**config.mk**
```make
export PLATFORM = sky130hd
export DESIGN_NAME = bounded_compacting_id_list
export DESIGN_NICKNAME = d
export VERILOG_FILES = /design/src/hdl/bcil_pkg.sv /design/src/hdl/bcil_ram.sv /design/src/hdl/bcil_ctrl.sv /design/src/hdl/bounded_compacting_id_list.sv
export SDC_FILE = /design/constraint.sdc
export NUM_CORES = 1
export LEC_CHECK = 0
export ABC_CLOCK_PERIOD_IN_PS = 8600
export BUFFER_PORTS_ARGS = -buffer_cell sky130_fd_sc_hd__buf_2
export CAP_MARGIN = 10
export CORE_MARGIN = 5
export CORE_UTILIZATION = 56
export DETAILED_ROUTE_END_ITERATION = 10
export MAX_ROUTING_LAYER = met4
export PLACE_DENSITY = 0.76
export SETUP_SLACK_MARGIN = 0.4
export SYNTH_ARGS = -nofsm -noshare
export SYNTH_HDL_FRONTEND = slang
export SYNTH_SLANG_ARGS = --single-unit
```
**constraint.sdc**
```tcl
create_clock -name clock -period 8.6 [get_ports clock]
set_clock_uncertainty 0.2 [all_clocks]
set_input_delay 1.72 -clock clock [delete_from_list [all_inputs] [get_ports clock]]
set_output_delay 1.72 -clock clock [all_outputs]
set_load 0.01 [all_outputs]
```
**src/hdl/bcil_pkg.sv**
```systemverilog
// Shared types, constants and codes for the bounded compacting id list.
package bcil_pkg;

   localparam int CAPACITY     = 16;
   localparam int PAYLOAD_BITS = 32;
   localparam int STORE_BITS   = (PAYLOAD_BITS < 32) ? PAYLOAD_BITS : 32;
   localparam int IDX_W        = $clog2(CAPACITY);
   localparam int CNT_W        = $clog2(CAPACITY + 1);

   typedef enum logic [1:0] {
      FUNC_APPEND   = 2'd0,
      FUNC_DEL_ID   = 2'd1,
      FUNC_DEL_LAST = 2'd2,
      FUNC_FIND     = 2'd3
   } func_type;

   typedef enum logic [1:0] {
      STAT_OK        = 2'd0,
      STAT_FULL      = 2'd1,
      STAT_EMPTY     = 2'd2,
      STAT_NOT_FOUND = 2'd3
   } status_type;

   typedef enum logic [1:0] {
      S_IDLE,
      S_SEARCH,
      S_SHIFT,
      S_POP
   } state_type;

   typedef struct packed {
      func_type           func;
      logic signed [31:0] item_id;
      logic [31:0]        item_payload;
   } req_type;

   typedef struct packed {
      status_type         status;
      logic [3:0]         found_index;
      logic signed [31:0] out_id;
      logic [31:0]        out_payload;
      logic [4:0]         entry_count;
   } rsp_type;

   typedef struct packed {
      logic [31:0]           id;
      logic [STORE_BITS-1:0] payload;
   } entry_type;

   typedef struct packed {
      logic             en;
      logic [IDX_W-1:0] addr;
      entry_type        data;
   } ram_wr_type;

   typedef struct packed {
      logic             en;
      logic [IDX_W-1:0] addr;
   } ram_rd_type;

endpackage

```
**src/hdl/bcil_ram.sv**
```systemverilog
// Simple dual-port RAM with one write port and one registered read port.
module bcil_ram #(
   parameter int DEPTH = 16,
   parameter int WIDTH = 64
) (
   input  logic                     clock,
   input  logic                     wr_en,
   input  logic [$clog2(DEPTH)-1:0] wr_addr,
   input  logic [WIDTH-1:0]         wr_data,
   input  logic                     rd_en,
   input  logic [$clog2(DEPTH)-1:0] rd_addr,
   output logic [WIDTH-1:0]         rd_data
);

   logic [WIDTH-1:0] mem [DEPTH];
   logic [WIDTH-1:0] rd_data_ff;

   always_ff @(posedge clock) begin
      if (wr_en) begin
         mem[wr_addr] <= wr_data;
      end
      if (rd_en) begin
         rd_data_ff <= mem[rd_addr];
      end
   end

   assign rd_data = rd_data_ff;

endmodule

```
**src/hdl/bcil_ctrl.sv**
```systemverilog
// Request sequencer: search, compaction shift, count and result register.
module bcil_ctrl (
   input  logic                clock,
   input  logic                reset,
   input  logic                start,
   output logic                busy,
   input  bcil_pkg::req_type   req_data,
   output logic                rsp_strobe,
   output bcil_pkg::rsp_type   rsp_data,
   output bcil_pkg::ram_wr_type ram_wr,
   output bcil_pkg::ram_rd_type ram_rd,
   input  bcil_pkg::entry_type ram_rd_data
);

   bcil_pkg::state_type state_ff, state_in;
   logic [bcil_pkg::CNT_W-1:0] cnt_ff, cnt_in;
   logic [bcil_pkg::CNT_W-1:0] rd_ptr_ff, rd_ptr_in;
   logic chk_vld_ff, chk_vld_in;
   logic [bcil_pkg::IDX_W-1:0] chk_ptr_ff, chk_ptr_in;
   bcil_pkg::func_type func_ff, func_in;
   logic [31:0] id_ff, id_in;
   logic [bcil_pkg::IDX_W-1:0] hit_idx_ff, hit_idx_in;
   bcil_pkg::entry_type hit_data_ff, hit_data_in;
   bcil_pkg::rsp_type rsp_ff, rsp_in;
   logic rsp_vld_ff, rsp_vld_in;

   function automatic bcil_pkg::rsp_type make_rsp(
      input bcil_pkg::status_type      status,
      input logic [bcil_pkg::IDX_W-1:0] idx,
      input bcil_pkg::entry_type        entry,
      input logic [bcil_pkg::CNT_W-1:0] count
   );
      bcil_pkg::rsp_type r;
      r.status      = status;
      r.found_index = 4'(idx);
      r.out_id      = entry.id;
      r.out_payload = 32'(entry.payload);
      r.entry_count = 5'(count);
      return r;
   endfunction

   always_ff @(posedge clock) begin
      if (reset) begin
         state_ff   <= bcil_pkg::S_IDLE;
         cnt_ff     <= '0;
         chk_vld_ff <= 1'b0;
         rsp_vld_ff <= 1'b0;
      end else begin
         state_ff   <= state_in;
         cnt_ff     <= cnt_in;
         chk_vld_ff <= chk_vld_in;
         rsp_vld_ff <= rsp_vld_in;
      end
      rd_ptr_ff   <= rd_ptr_in;
      chk_ptr_ff  <= chk_ptr_in;
      func_ff     <= func_in;
      id_ff       <= id_in;
      hit_idx_ff  <= hit_idx_in;
      hit_data_ff <= hit_data_in;
      rsp_ff      <= rsp_in;
   end

   always_comb begin
      logic [bcil_pkg::CNT_W-1:0] cnt_inc;
      logic [bcil_pkg::CNT_W-1:0] cnt_dec;
      logic                       issue;
      bcil_pkg::entry_type        new_entry;

      cnt_inc = cnt_ff + 1'b1;
      cnt_dec = cnt_ff - 1'b1;
      issue   = (rd_ptr_ff < cnt_ff);
      new_entry.id      = req_data.item_id;
      new_entry.payload = req_data.item_payload[bcil_pkg::STORE_BITS-1:0];

      state_in    = state_ff;
      cnt_in      = cnt_ff;
      rd_ptr_in   = rd_ptr_ff;
      chk_vld_in  = chk_vld_ff;
      chk_ptr_in  = chk_ptr_ff;
      func_in     = func_ff;
      id_in       = id_ff;
      hit_idx_in  = hit_idx_ff;
      hit_data_in = hit_data_ff;
      rsp_in      = rsp_ff;
      rsp_vld_in  = 1'b0;
      ram_wr      = '0;
      ram_rd      = '0;
      busy        = (state_ff != bcil_pkg::S_IDLE);

      unique case (state_ff)
         bcil_pkg::S_IDLE: begin
            if (start) begin
               func_in = req_data.func;
               id_in   = req_data.item_id;
               unique case (req_data.func)
                  bcil_pkg::FUNC_APPEND: begin
                     rsp_vld_in = 1'b1;
                     if (cnt_ff == bcil_pkg::CNT_W'(bcil_pkg::CAPACITY)) begin
                        rsp_in = make_rsp(bcil_pkg::STAT_FULL, '0, '0, cnt_ff);
                     end else begin
                        ram_wr.en   = 1'b1;
                        ram_wr.addr = bcil_pkg::IDX_W'(cnt_ff);
                        ram_wr.data = new_entry;
                        cnt_in      = cnt_inc;
                        rsp_in      = make_rsp(bcil_pkg::STAT_OK, '0, '0, cnt_inc);
                     end
                  end
                  bcil_pkg::FUNC_DEL_ID, bcil_pkg::FUNC_FIND: begin
                     if (cnt_ff == '0) begin
                        rsp_vld_in = 1'b1;
                        rsp_in = make_rsp((req_data.func == bcil_pkg::FUNC_DEL_ID) ?
                                          bcil_pkg::STAT_EMPTY : bcil_pkg::STAT_NOT_FOUND,
                                          '0, '0, cnt_ff);
                     end else begin
                        ram_rd.en   = 1'b1;
                        ram_rd.addr = '0;
                        chk_vld_in  = 1'b1;
                        chk_ptr_in  = '0;
                        rd_ptr_in   = bcil_pkg::CNT_W'(1);
                        state_in    = bcil_pkg::S_SEARCH;
                     end
                  end
                  bcil_pkg::FUNC_DEL_LAST: begin
                     if (cnt_ff == '0) begin
                        rsp_vld_in = 1'b1;
                        rsp_in = make_rsp(bcil_pkg::STAT_EMPTY, '0, '0, cnt_ff);
                     end else begin
                        ram_rd.en   = 1'b1;
                        ram_rd.addr = bcil_pkg::IDX_W'(cnt_dec);
                        state_in    = bcil_pkg::S_POP;
                     end
                  end
                  default: begin
                  end
               endcase
            end
         end
         bcil_pkg::S_SEARCH: begin
            ram_rd.en   = issue;
            ram_rd.addr = bcil_pkg::IDX_W'(rd_ptr_ff);
            chk_vld_in  = issue;
            chk_ptr_in  = bcil_pkg::IDX_W'(rd_ptr_ff);
            if (issue) begin
               rd_ptr_in = rd_ptr_ff + 1'b1;
            end
            priority if (chk_vld_ff && (ram_rd_data.id == id_ff)) begin
               if (func_ff == bcil_pkg::FUNC_FIND) begin
                  rsp_vld_in = 1'b1;
                  rsp_in     = make_rsp(bcil_pkg::STAT_OK, chk_ptr_ff, '0, cnt_ff);
                  state_in   = bcil_pkg::S_IDLE;
               end else begin
                  hit_idx_in  = chk_ptr_ff;
                  hit_data_in = ram_rd_data;
                  state_in    = bcil_pkg::S_SHIFT;
               end
            end else if (!chk_vld_ff) begin
               rsp_vld_in = 1'b1;
               rsp_in     = make_rsp(bcil_pkg::STAT_NOT_FOUND, '0, '0, cnt_ff);
               state_in   = bcil_pkg::S_IDLE;
            end else begin
            end
         end
         bcil_pkg::S_SHIFT: begin
            if (chk_vld_ff) begin
               ram_wr.en   = 1'b1;
               ram_wr.addr = chk_ptr_ff - 1'b1;
               ram_wr.data = ram_rd_data;
               ram_rd.en   = issue;
               ram_rd.addr = bcil_pkg::IDX_W'(rd_ptr_ff);
               chk_vld_in  = issue;
               chk_ptr_in  = bcil_pkg::IDX_W'(rd_ptr_ff);
               if (issue) begin
                  rd_ptr_in = rd_ptr_ff + 1'b1;
               end
            end else begin
               cnt_in     = cnt_dec;
               rsp_vld_in = 1'b1;
               rsp_in     = make_rsp(bcil_pkg::STAT_OK, hit_idx_ff, hit_data_ff, cnt_dec);
               state_in   = bcil_pkg::S_IDLE;
            end
         end
         bcil_pkg::S_POP: begin
            cnt_in     = cnt_dec;
            rsp_vld_in = 1'b1;
            rsp_in     = make_rsp(bcil_pkg::STAT_OK, bcil_pkg::IDX_W'(cnt_dec),
                                  ram_rd_data, cnt_dec);
            state_in   = bcil_pkg::S_IDLE;
         end
         default: begin
            state_in = bcil_pkg::S_IDLE;
         end
      endcase
   end

   assign rsp_strobe = rsp_vld_ff;
   assign rsp_data   = rsp_ff;

endmodule

```
**src/hdl/bounded_compacting_id_list.sv**
```systemverilog
// Bounded compacting id list: top level with entry memory and sequencer.
// Append and every error on an empty or full list give the result in the cycle after start.
// Delete last reads the last entry in S_POP, then returns it; find and delete by id make one
// memory read per cycle over the id search, with the shift writes riding the same read stream.
// Requests are taken one at a time, only while idle; busy drops in the strobe cycle, which may accept the next.
// Reset (synchronous, active high) empties the list; memory contents are not cleared.
module bounded_compacting_id_list (
   input  logic              clock,
   input  logic              reset,
   input  logic              start,
   output logic              busy,
   input  bcil_pkg::req_type req_data,
   output logic              rsp_strobe,
   output bcil_pkg::rsp_type rsp_data
);

   bcil_pkg::ram_wr_type ram_wr;
   bcil_pkg::ram_rd_type ram_rd;
   bcil_pkg::entry_type  ram_rd_data;

   bcil_ram #(
      .DEPTH (bcil_pkg::CAPACITY),
      .WIDTH ($bits(bcil_pkg::entry_type))
   ) u_ram (
      .clock   (clock),
      .wr_en   (ram_wr.en),
      .wr_addr (ram_wr.addr),
      .wr_data (ram_wr.data),
      .rd_en   (ram_rd.en),
      .rd_addr (ram_rd.addr),
      .rd_data (ram_rd_data)
   );

   bcil_ctrl u_ctrl (
      .clock       (clock),
      .reset       (reset),
      .start       (start),
      .busy        (busy),
      .req_data    (req_data),
      .rsp_strobe  (rsp_strobe),
      .rsp_data    (rsp_data),
      .ram_wr      (ram_wr),
      .ram_rd      (ram_rd),
      .ram_rd_data (ram_rd_data)
   );

`ifndef SYNTHESIS
   a_full_count: assert property (@(posedge clock) disable iff (reset)
      rsp_strobe && (rsp_data.status == bcil_pkg::STAT_FULL)
      |-> rsp_data.entry_count == 5'(bcil_pkg::CAPACITY))
      else $error("full status with list not at capacity");

   a_empty_count: assert property (@(posedge clock) disable iff (reset)
      rsp_strobe && (rsp_data.status == bcil_pkg::STAT_EMPTY)
      |-> rsp_data.entry_count == '0)
      else $error("empty status with entries present");

   a_error_zero: assert property (@(posedge clock) disable iff (reset)
      rsp_strobe && (rsp_data.status != bcil_pkg::STAT_OK)
      |-> (rsp_data.found_index == '0) && (rsp_data.out_id == '0)
          && (rsp_data.out_payload == '0))
      else $error("error result carries entry data");

   a_write_in_range: assert property (@(posedge clock) disable iff (reset)
      ram_wr.en |-> ram_wr.addr <= bcil_pkg::IDX_W'(bcil_pkg::CAPACITY - 1))
      else $error("memory write beyond capacity");
`endif

endmodule
```
After elaboration in Yosys (flattened, before gate mapping)
Memory sizes are Yosys's and may differ from the RTL's. A register that Yosys moved wholly into a read port is not among the register bits.
Cells that the tools add are included.
W data, S select, Z words.
{"block": "totals", "inputBits": 69, "latchBits": 0, "out_inout_bits": 77, "rom_bits": 0, "ramBits": 1024, "register_bits": 195, "wordCells": 122, "n_memories": 1}
{"name": "u_ram.mem", "depth": 16, "word_bits": 64, "rd": 1, "rd_clocked_by_memory_dff": 1, "write_ports": 1, "line_no": "bcil_ram.sv:15", "rtl": "logic [WIDTH-1:0] mem [DEPTH];"}
{"block": "classes", "n_reduce_logical": 16, "multipliers": 0, "n_mux": 60, "bitwise_logic": 1, "n_addsub": 4, "div": 0, "shifts": 0, "n_eq_ne": 23, "n_lt_le_gt_ge": 1}
{"cell": "$mux W75", "n": 7}
{"cell": "$pmux W75 S4", "n": 1}
{"cell": "$mux W69", "n": 4}
{"cell": "$pmux W75 S3", "n": 1}
{"cell": "$pmux W69 S2", "n": 1}
{"cell": "$mux W74", "n": 1}
{"cell": "$mux W5", "n": 13}
{"cell": "$pmux W5 S3", "n": 3}
{"cell": "$eq A32 B32 Y1", "n": 1}
{"cell": "$mux W4", "n": 4}
{"cell": "$ne A3 B3 Y1 const B", "n": 5}
{"cell": "$mux W1", "n": 12}
{"cell": "$mux W2", "n": 6}
{"cell": "$ne A2 B2 Y1 const B", "n": 6}
{"cell": "$pmux W4 S3", "n": 1}
{"cell": "$add A5 B1 Y5 const B", "n": 2}
{"cell": "$eq A2 B2 Y1 const B", "n": 5}
{"cell": "$pmux W5 S2", "n": 1}
{"cell": "$reduce_and A5 Y1", "n": 2}
{"cell": "$pmux W2 S4", "n": 1}
{"cell": "$reduce_and A4 Y1", "n": 2}
{"cell": "$ne A3 B2 Y1 const B", "n": 2}
{"cell": "$reduce_and A6 Y1", "n": 1}
{"cell": "$reduce_bool A3 Y1", "n": 2}
{"cell": "other kinds (19)", "n": 21}

Logic depth before layout (Yosys ltp)
{"block": "depth", "ltp_word": 7, "depth_mapped": 13}

Cells and area by module
From an unflattened synthesis, not the netlist that was laid out.
{"block": "hier_totals", "hier_cells": 2314, "hier_area_um2": 48989.5}
{"module": "bcil_ram", "n_inst": 1, "area_each_um2": 40222.3, "cells_each": 1647, "seq_area_each_um2": 32671.3}
{"module": "bcil_ctrl", "n_inst": 1, "area_each_um2": 8767.2, "cells_each": 667, "seq_area_each_um2": 5765.5}

Worst setup path before layout
OpenSTA, ideal clock, no wires.
{"block": "synth_path", "path_kind": "input -> register", "start": "input req_data[64] in the netlist's numbering", "end": "register u_ctrl.rsp_ff, in the netlist u_ctrl.rsp_data[0] (enable)", "required_time_ns": 7.757, "setup_slack_ns": -0.271, "stages": 5, "arrival_ns": 8.028, "cell_sequence": "or2_2 -> clkbuf_1 -> nand2_1 -> a21oi_1 -> a311oi_1"}
{"block": "synth_via", "elab_chain_len": 4, "word_cells_on_any_way": 7, "cone_classes": "eq/ne: 5; reduce/logical: 2"}
{"element": "start, declared", "line_no": "bounded_compacting_id_list.sv:12", "rtl": "input bcil_pkg::req_type req_data,"}
{"element": "$eq A2 B2 Y1 / $eq A2 B1 Y1 (equally long branches)", "line_no": "bcil_ctrl.sv:95", "rtl": "unique case (req_data.func)"}
{"element": "$reduce_or A2 Y1", "line_no": "bcil_ctrl.sv:95"}
{"element": "$ne A3 B2 Y1 (no line)"}
{"element": "$reduce_and A6 Y1 (no line) (*)"}
{"element": "end signal, assigned", "line_no": "bcil_ctrl.sv:60", "rtl": "rsp_ff <= rsp_in;"}
{"element": "end, declared", "line_no": "bcil_ctrl.sv:24", "rtl": "bcil_pkg::rsp_type rsp_ff, rsp_in;"}
Mark *: on every way between the ends. The rest lies on a longest branch, timed or not.
A chain may end at the register's enable or synchronous reset.

Worst setup path after layout
{"block": "layout_path", "start": "input req_data[64] in the netlist's numbering", "end": "register u_ram.rd_data_ff[21], in the netlist u_ram.rd_data[21] (read register of u_ram.mem) (data pin)"}
{"block": "layout_via", "elab_chain_len": 5, "word_cells_on_any_way": 7, "cone_classes": "eq/ne: 3; mux: 3; reduce/logical: 1"}
{"element": "$eq A2 B2 Y1 / $eq A2 B1 Y1 (equally long branches)", "line_no": "bcil_ctrl.sv:95"}
{"element": "$reduce_or A2 Y1", "line_no": "bcil_ctrl.sv:95"}
{"element": "$pmux W5 S2 (*)", "line_no": "bcil_ctrl.sv:95"}
{"element": "$mux W5 (*)", "line_no": "bcil_ctrl.sv:92", "rtl": "if (start) begin"}
{"element": "$pmux W5 S3 (*)", "line_no": "bcil_ctrl.sv:90", "rtl": "unique case (state_ff)"}
{"element": "end, declared", "line_no": "bcil_ram.sv:16", "rtl": "logic [WIDTH-1:0] rd_data_ff;"}
Marked as above.

==> results by stage <==
Setup path:
- The worst stage delay on the critical path is 0.70 ns.
- The arrival time of data at the critical path endpoint is 5.30 ns.
- The endpoint of the lowest-slack register-to-register path is u_ram.rd_data[21].
- The maximum fanout along the worst path is 36.
- For this design, the slowest cell found on the critical path is sky130_fd_sc_hd__o32ai_1.
- The worst setup path is launched from a primary input.
- The setup slack of the most critical reg-to-reg path is 3.69 ns.
- By startpoint and endpoint, the worst setup path is classified as in2reg.
- The worst register-to-register path has a depth of 9.
- Data on the critical path is required at its endpoint by 8.82 ns.
- The worst setup path is captured at a flop.
- In this run the critical register-to-register path is launched from u_ctrl.state_ff[0].
- Walking the worst path, the cells encountered are buf_2, and4b_1, nand2_1, o32ai_1, or2_4, buf_4, a221oi_1, or4_1.

Floorplanning:
- The number of rows created at floorplan is 110.
- The I/O pin count is 146.
- The vertical extent of the die is 311 um.
- The core region area is 0.0899 mm2.
- The width of the chip is 311 um.
- The area of the die is 0.0964 mm2.
- For this configuration, the core starts out at a cell density of 56.3%.

Synth:
- The post-synth design cell area is 0.0506 mm2.
- For this run, the register share of the synthesized area comes to 76.0%.
- The mean instance size in the synthesized netlist is 15.0 um2.
- Counting flops and latches in the post-synthesis netlist gives 1,283.
- The count of cell types in the netlist is 64.
- After synthesis, the largest area contributor takes up 75.6% of total cell area.
- Counting flops with a built-in enable in the synthesized netlist gives 1,274.
- The proportion of synthesized flip-flops having asynchronous set or reset is 0%.
- The number of warnings issued by yosys is 0.
- Summed over all instances, the cell type with the most area after synthesis is sky130_fd_sc_hd__edfxtp_1.
- After synthesis, the cell types taking the most area are sky130_fd_sc_hd__edfxtp_1, sky130_fd_sc_hd__a221oi_1, sky130_fd_sc_hd__or3_1, sky130_fd_sc_hd__a21oi_1, sky130_fd_sc_hd__o21ai_0.
- The number of nets in the synthesized netlist is 3,466.
- The instance count of the mapped netlist is 3,382.
- The most used flip-flop cell after synthesis is sky130_fd_sc_hd__edfxtp_1.

Clock network:
- For this design, the CTS-stage hold fixing added 0 buffers.
- The count of buffers added by post-CTS timing repair for setup is 0.
- The CTS buffer count is 118.
- The TritonCTS sink count is 1,283.
- The tree is rooted in a sky130_fd_sc_hd__clkbuf_16.
- The CTS tree is built.
- CTS built an H-tree with a depth of 3.
- The later pin in the worst-skew pair is clocked with a latency of 0.70 ns.
- Post-CTS repair changed the size of 0 cells.
- After clock tree synthesis, the clock-pin slew on the worst setup and hold paths is 0.06 ns.
- The maximum buffer depth of the clock tree is 3.

Run:
- Max-cap violations in this run came to 0.

Hold path:
- The path type of the worst min-delay path is reg2reg.
- The cell count of the worst hold path is 0.
- The worst hold path terminates at u_ctrl.hit_data_ff[2].
- The startpoint identified for the worst hold timing path is u_ram.rd_data[2].

GRT:
- The number of global-route vias before repair is 30,504.
- The overall fraction of global-route tracks in use is 27.0%.
- The initial antenna violation count is 3.
- Entering global routing, the biggest net connects 201 pins.
- The global-route wire length before repair is 194,000 um.
- After global routing the overflow that remains totals 0.

Final layout:
- The number of nets at the end of the flow is 3,504.
- Summing all flip-flop and latch instances after layout gives 0.0384 mm2.
- The finished cells cover 0.0560 mm2.
- The layout filler cell count is 6,194.
- The layout overhead on the synthesized area is 10.7%.
- Cells with a size suffix above 1 make up 11.1% of the layout.
- The multi-input combinational cells in the finished layout cover a total of 0.0112 mm2.

STA:
- Dividing the final minimum period by the clock period gives 59.1%.
- The minimum clock period is 5.08 ns.
- In this run the tightest slew margin relative to its limit is 18.4%.
- For the pin with the worst max-slew slack, the measured transition is 1.22 ns.
- Setup repair after global routing left no endpoint under its margin.
- The setup TNS is 0 ns.
- Timing would allow up to 0.197 GHz.
- The worst hold margin is 0.316 ns.
- Setup violations remaining at the end of the flow were counted as 0.
- The number of max-slew violations in the final report was 0.
- The final hold violation count is 0.

Power:
- The power per unit of standard cell area is 285 mW/mm2.
- Overall power consumption after layout is estimated at 16,000 uW.
- Across the VDD grid, the largest voltage drop is 0.000169 V.
- For this design the static power due to leakage is 0.0180 uW.

Routing:
- The routed layout has 31,730 vias.
- The average vias per placed instance is 6.76.
- The total iterations of the first detailed-routing run is 6.
- The final routed wirelength across all metal layers is 131,000 um.
- The final antenna-violating net count is 0.
- After detailed routing, the average wire length per cell comes to 27.9 um.
- The residual DRC count is 0.
- After the first detailed-routing iteration, the DRC count stood at 4,479.

Placement:
- Summing all placed instances gives a cell area of 0.0523 mm2.
- Summed over all nets, the half-perimeter wirelength after detailed placement is 66,500 um.
- The last weighted congestion value of the routability-driven placer is 0.843.
- In this run the tool buffered the top-level ports with 145 buffer cells.

Outcome:
- The flow ran to the end, and the final reports show no timing, DRC or antenna violations.
-- sequential cells by signal, indices dropped and copies added, names as in the netlist --
register / cells
u_ctrl.chk_ptr_ff: 4
u_ctrl.cnt_ff: 5
u_ctrl.hit_idx_ff: 4
u_ctrl.func_ff: 2
u_ctrl.rsp_strobe: 1
u_ctrl.state_ff: 2
u_ctrl.hit_data_ff: 64
u_ctrl.rd_ptr_ff: 5
u_ctrl.id_ff: 32
u_ctrl.chk_vld_ff: 1
u_ram.mem: 1024
u_ctrl.rsp_data: 75
u_ram.rd_data: 64
-- kinds of logic (layout without fill, tap and decap cells) --
logic type,Yosys count,in the layout,share of synthesized area [%]
AO/OA/AOI/OAI,956,956,12.4
XOR/XNOR,42,42,0.727
adder cells (fa/ha/maj),15,15,0.371
buffers and inverters,289,419,2.35
flip-flops,1283,1283,76.0
multiplexers,6,6,0.151
other,0,3,0
AND/OR/NAND/NOR,791,791,7.99
-- how the worst max path moves through the flow --
stage	end	startpoint	slack, ns	cells after the start
after floorplan	u_ram.mem[12][0]	start	2.13	7
after global placement	u_ram.rd_data[24]	req_data[64]	3.06	8
after detailed placement	u_ram.rd_data[16]	req_data[64]	2.91	8
after CTS	u_ram.rd_data[13]	req_data[64]	3.65	8
after global routing	u_ram.rd_data[13]	req_data[64]	3.43	8
final	u_ram.rd_data[21]	req_data[64]	3.52	8
-- synth_stat cells, types with 4 or more instances --
| library cell | n |
|---|---|
| sky130_fd_sc_hd__or3_1 | 255 |
| sky130_fd_sc_hd__a221oi_1 | 251 |
| sky130_fd_sc_hd__xor2_1 | 31 |
| sky130_fd_sc_hd__buf_6 | 5 |
| sky130_fd_sc_hd__inv_1 | 16 |
| sky130_fd_sc_hd__and2_1 | 9 |
| sky130_fd_sc_hd__dfxtp_1 | 9 |
| sky130_fd_sc_hd__ha_1 | 15 |
| sky130_fd_sc_hd__xnor2_1 | 11 |
| sky130_fd_sc_hd__a31oi_1 | 4 |
| sky130_fd_sc_hd__edfxtp_1 | 1274 |
| sky130_fd_sc_hd__nand3_1 | 15 |
| sky130_fd_sc_hd__nor2_1 | 103 |
| sky130_fd_sc_hd__nor2b_1 | 6 |
| sky130_fd_sc_hd__and3_1 | 5 |
| sky130_fd_sc_hd__o311ai_0 | 4 |
| sky130_fd_sc_hd__buf_2 | 43 |
| sky130_fd_sc_hd__a22o_1 | 66 |
| sky130_fd_sc_hd__a21oi_1 | 266 |
| sky130_fd_sc_hd__a22oi_1 | 67 |
| sky130_fd_sc_hd__clkbuf_1 | 197 |
| sky130_fd_sc_hd__o21ai_0 | 256 |
| sky130_fd_sc_hd__or4_1 | 66 |
| sky130_fd_sc_hd__nor3_1 | 11 |
| sky130_fd_sc_hd__clkbuf_2 | 5 |
| sky130_fd_sc_hd__nor4_1 | 13 |
| sky130_fd_sc_hd__o21ai_1 | 12 |
| sky130_fd_sc_hd__nand2_1 | 291 |
| sky130_fd_sc_hd__buf_1 | 21 |
-- cell usage in the layout, fill, tap and decap left out, types with 18 or more instances in the layout --
master                         n
sky130_fd_sc_hd__a221oi_1    251
sky130_fd_sc_hd__or4_1        66
sky130_fd_sc_hd__clkinv_2     19
sky130_fd_sc_hd__a21oi_1     266
sky130_fd_sc_hd__o21ai_0     256
sky130_fd_sc_hd__xor2_1       31
sky130_fd_sc_hd__buf_4        40
sky130_fd_sc_hd__nor2_1       86
sky130_fd_sc_hd__nor2_4       18
sky130_fd_sc_hd__edfxtp_1   1274
sky130_fd_sc_hd__or3_1       255
sky130_fd_sc_hd__nand2_1     289
sky130_fd_sc_hd__clkbuf_16   118
sky130_fd_sc_hd__a22o_1       66
sky130_fd_sc_hd__buf_2       145
sky130_fd_sc_hd__clkbuf_1     27
sky130_fd_sc_hd__clkinv_1     30
sky130_fd_sc_hd__a22oi_1      67
-- worst max-delay path, delay by kind of cell --
family / cells / cell delay, ns
AND/OR/NAND/NOR: 4 / 1.90
buffers and inverters: 2 / 0.82
AO/OA/AOI/OAI: 2 / 0.82
-- through the flow --
stage	utilization, %	setup slack [ns]	cells
2_1_floorplan	-	2.13	3382
3_3_place_gp	58.2	3.06	4476
3_5_place_dp	58.2	2.91	4476
4_1_cts	62.3	3.65	4688
5_1_grt	62.3	3.43	4691
6_report	62.3	3.52	4691
-- per-layer routing --
metal  vias up  share of wire, %  global-route usage, %
met1     15743                38                   37.1
li1      13521                 -                      -
met5         -                 0                      -
met4         0               3.2                   8.98
met2      2175                47                   41.1
met3       291                12                   5.51
-- area by class of cell --
| type | instances | share of cell area, % |
|---|---|---|
| multi-input combinational | 1810 | 20.0 |
| clock buffer | 145 | 5.45 |
| clock inverter | 67 | 1.07 |
| inverter | 16 | 0.107 |
| sequential | 1283 | 68.6 |
| antenna | 3 | 0.0134 |
| tap | 1176 | 2.63 |
| timing repair buffer | 191 | 2.05 |
-- power breakdown --
group / switching (uW) / internal [uW]
clock: 2220 / 2810
combinational: 2240 / 965
sequential: 275 / 7450
Power figures use the tool's default switching activity.
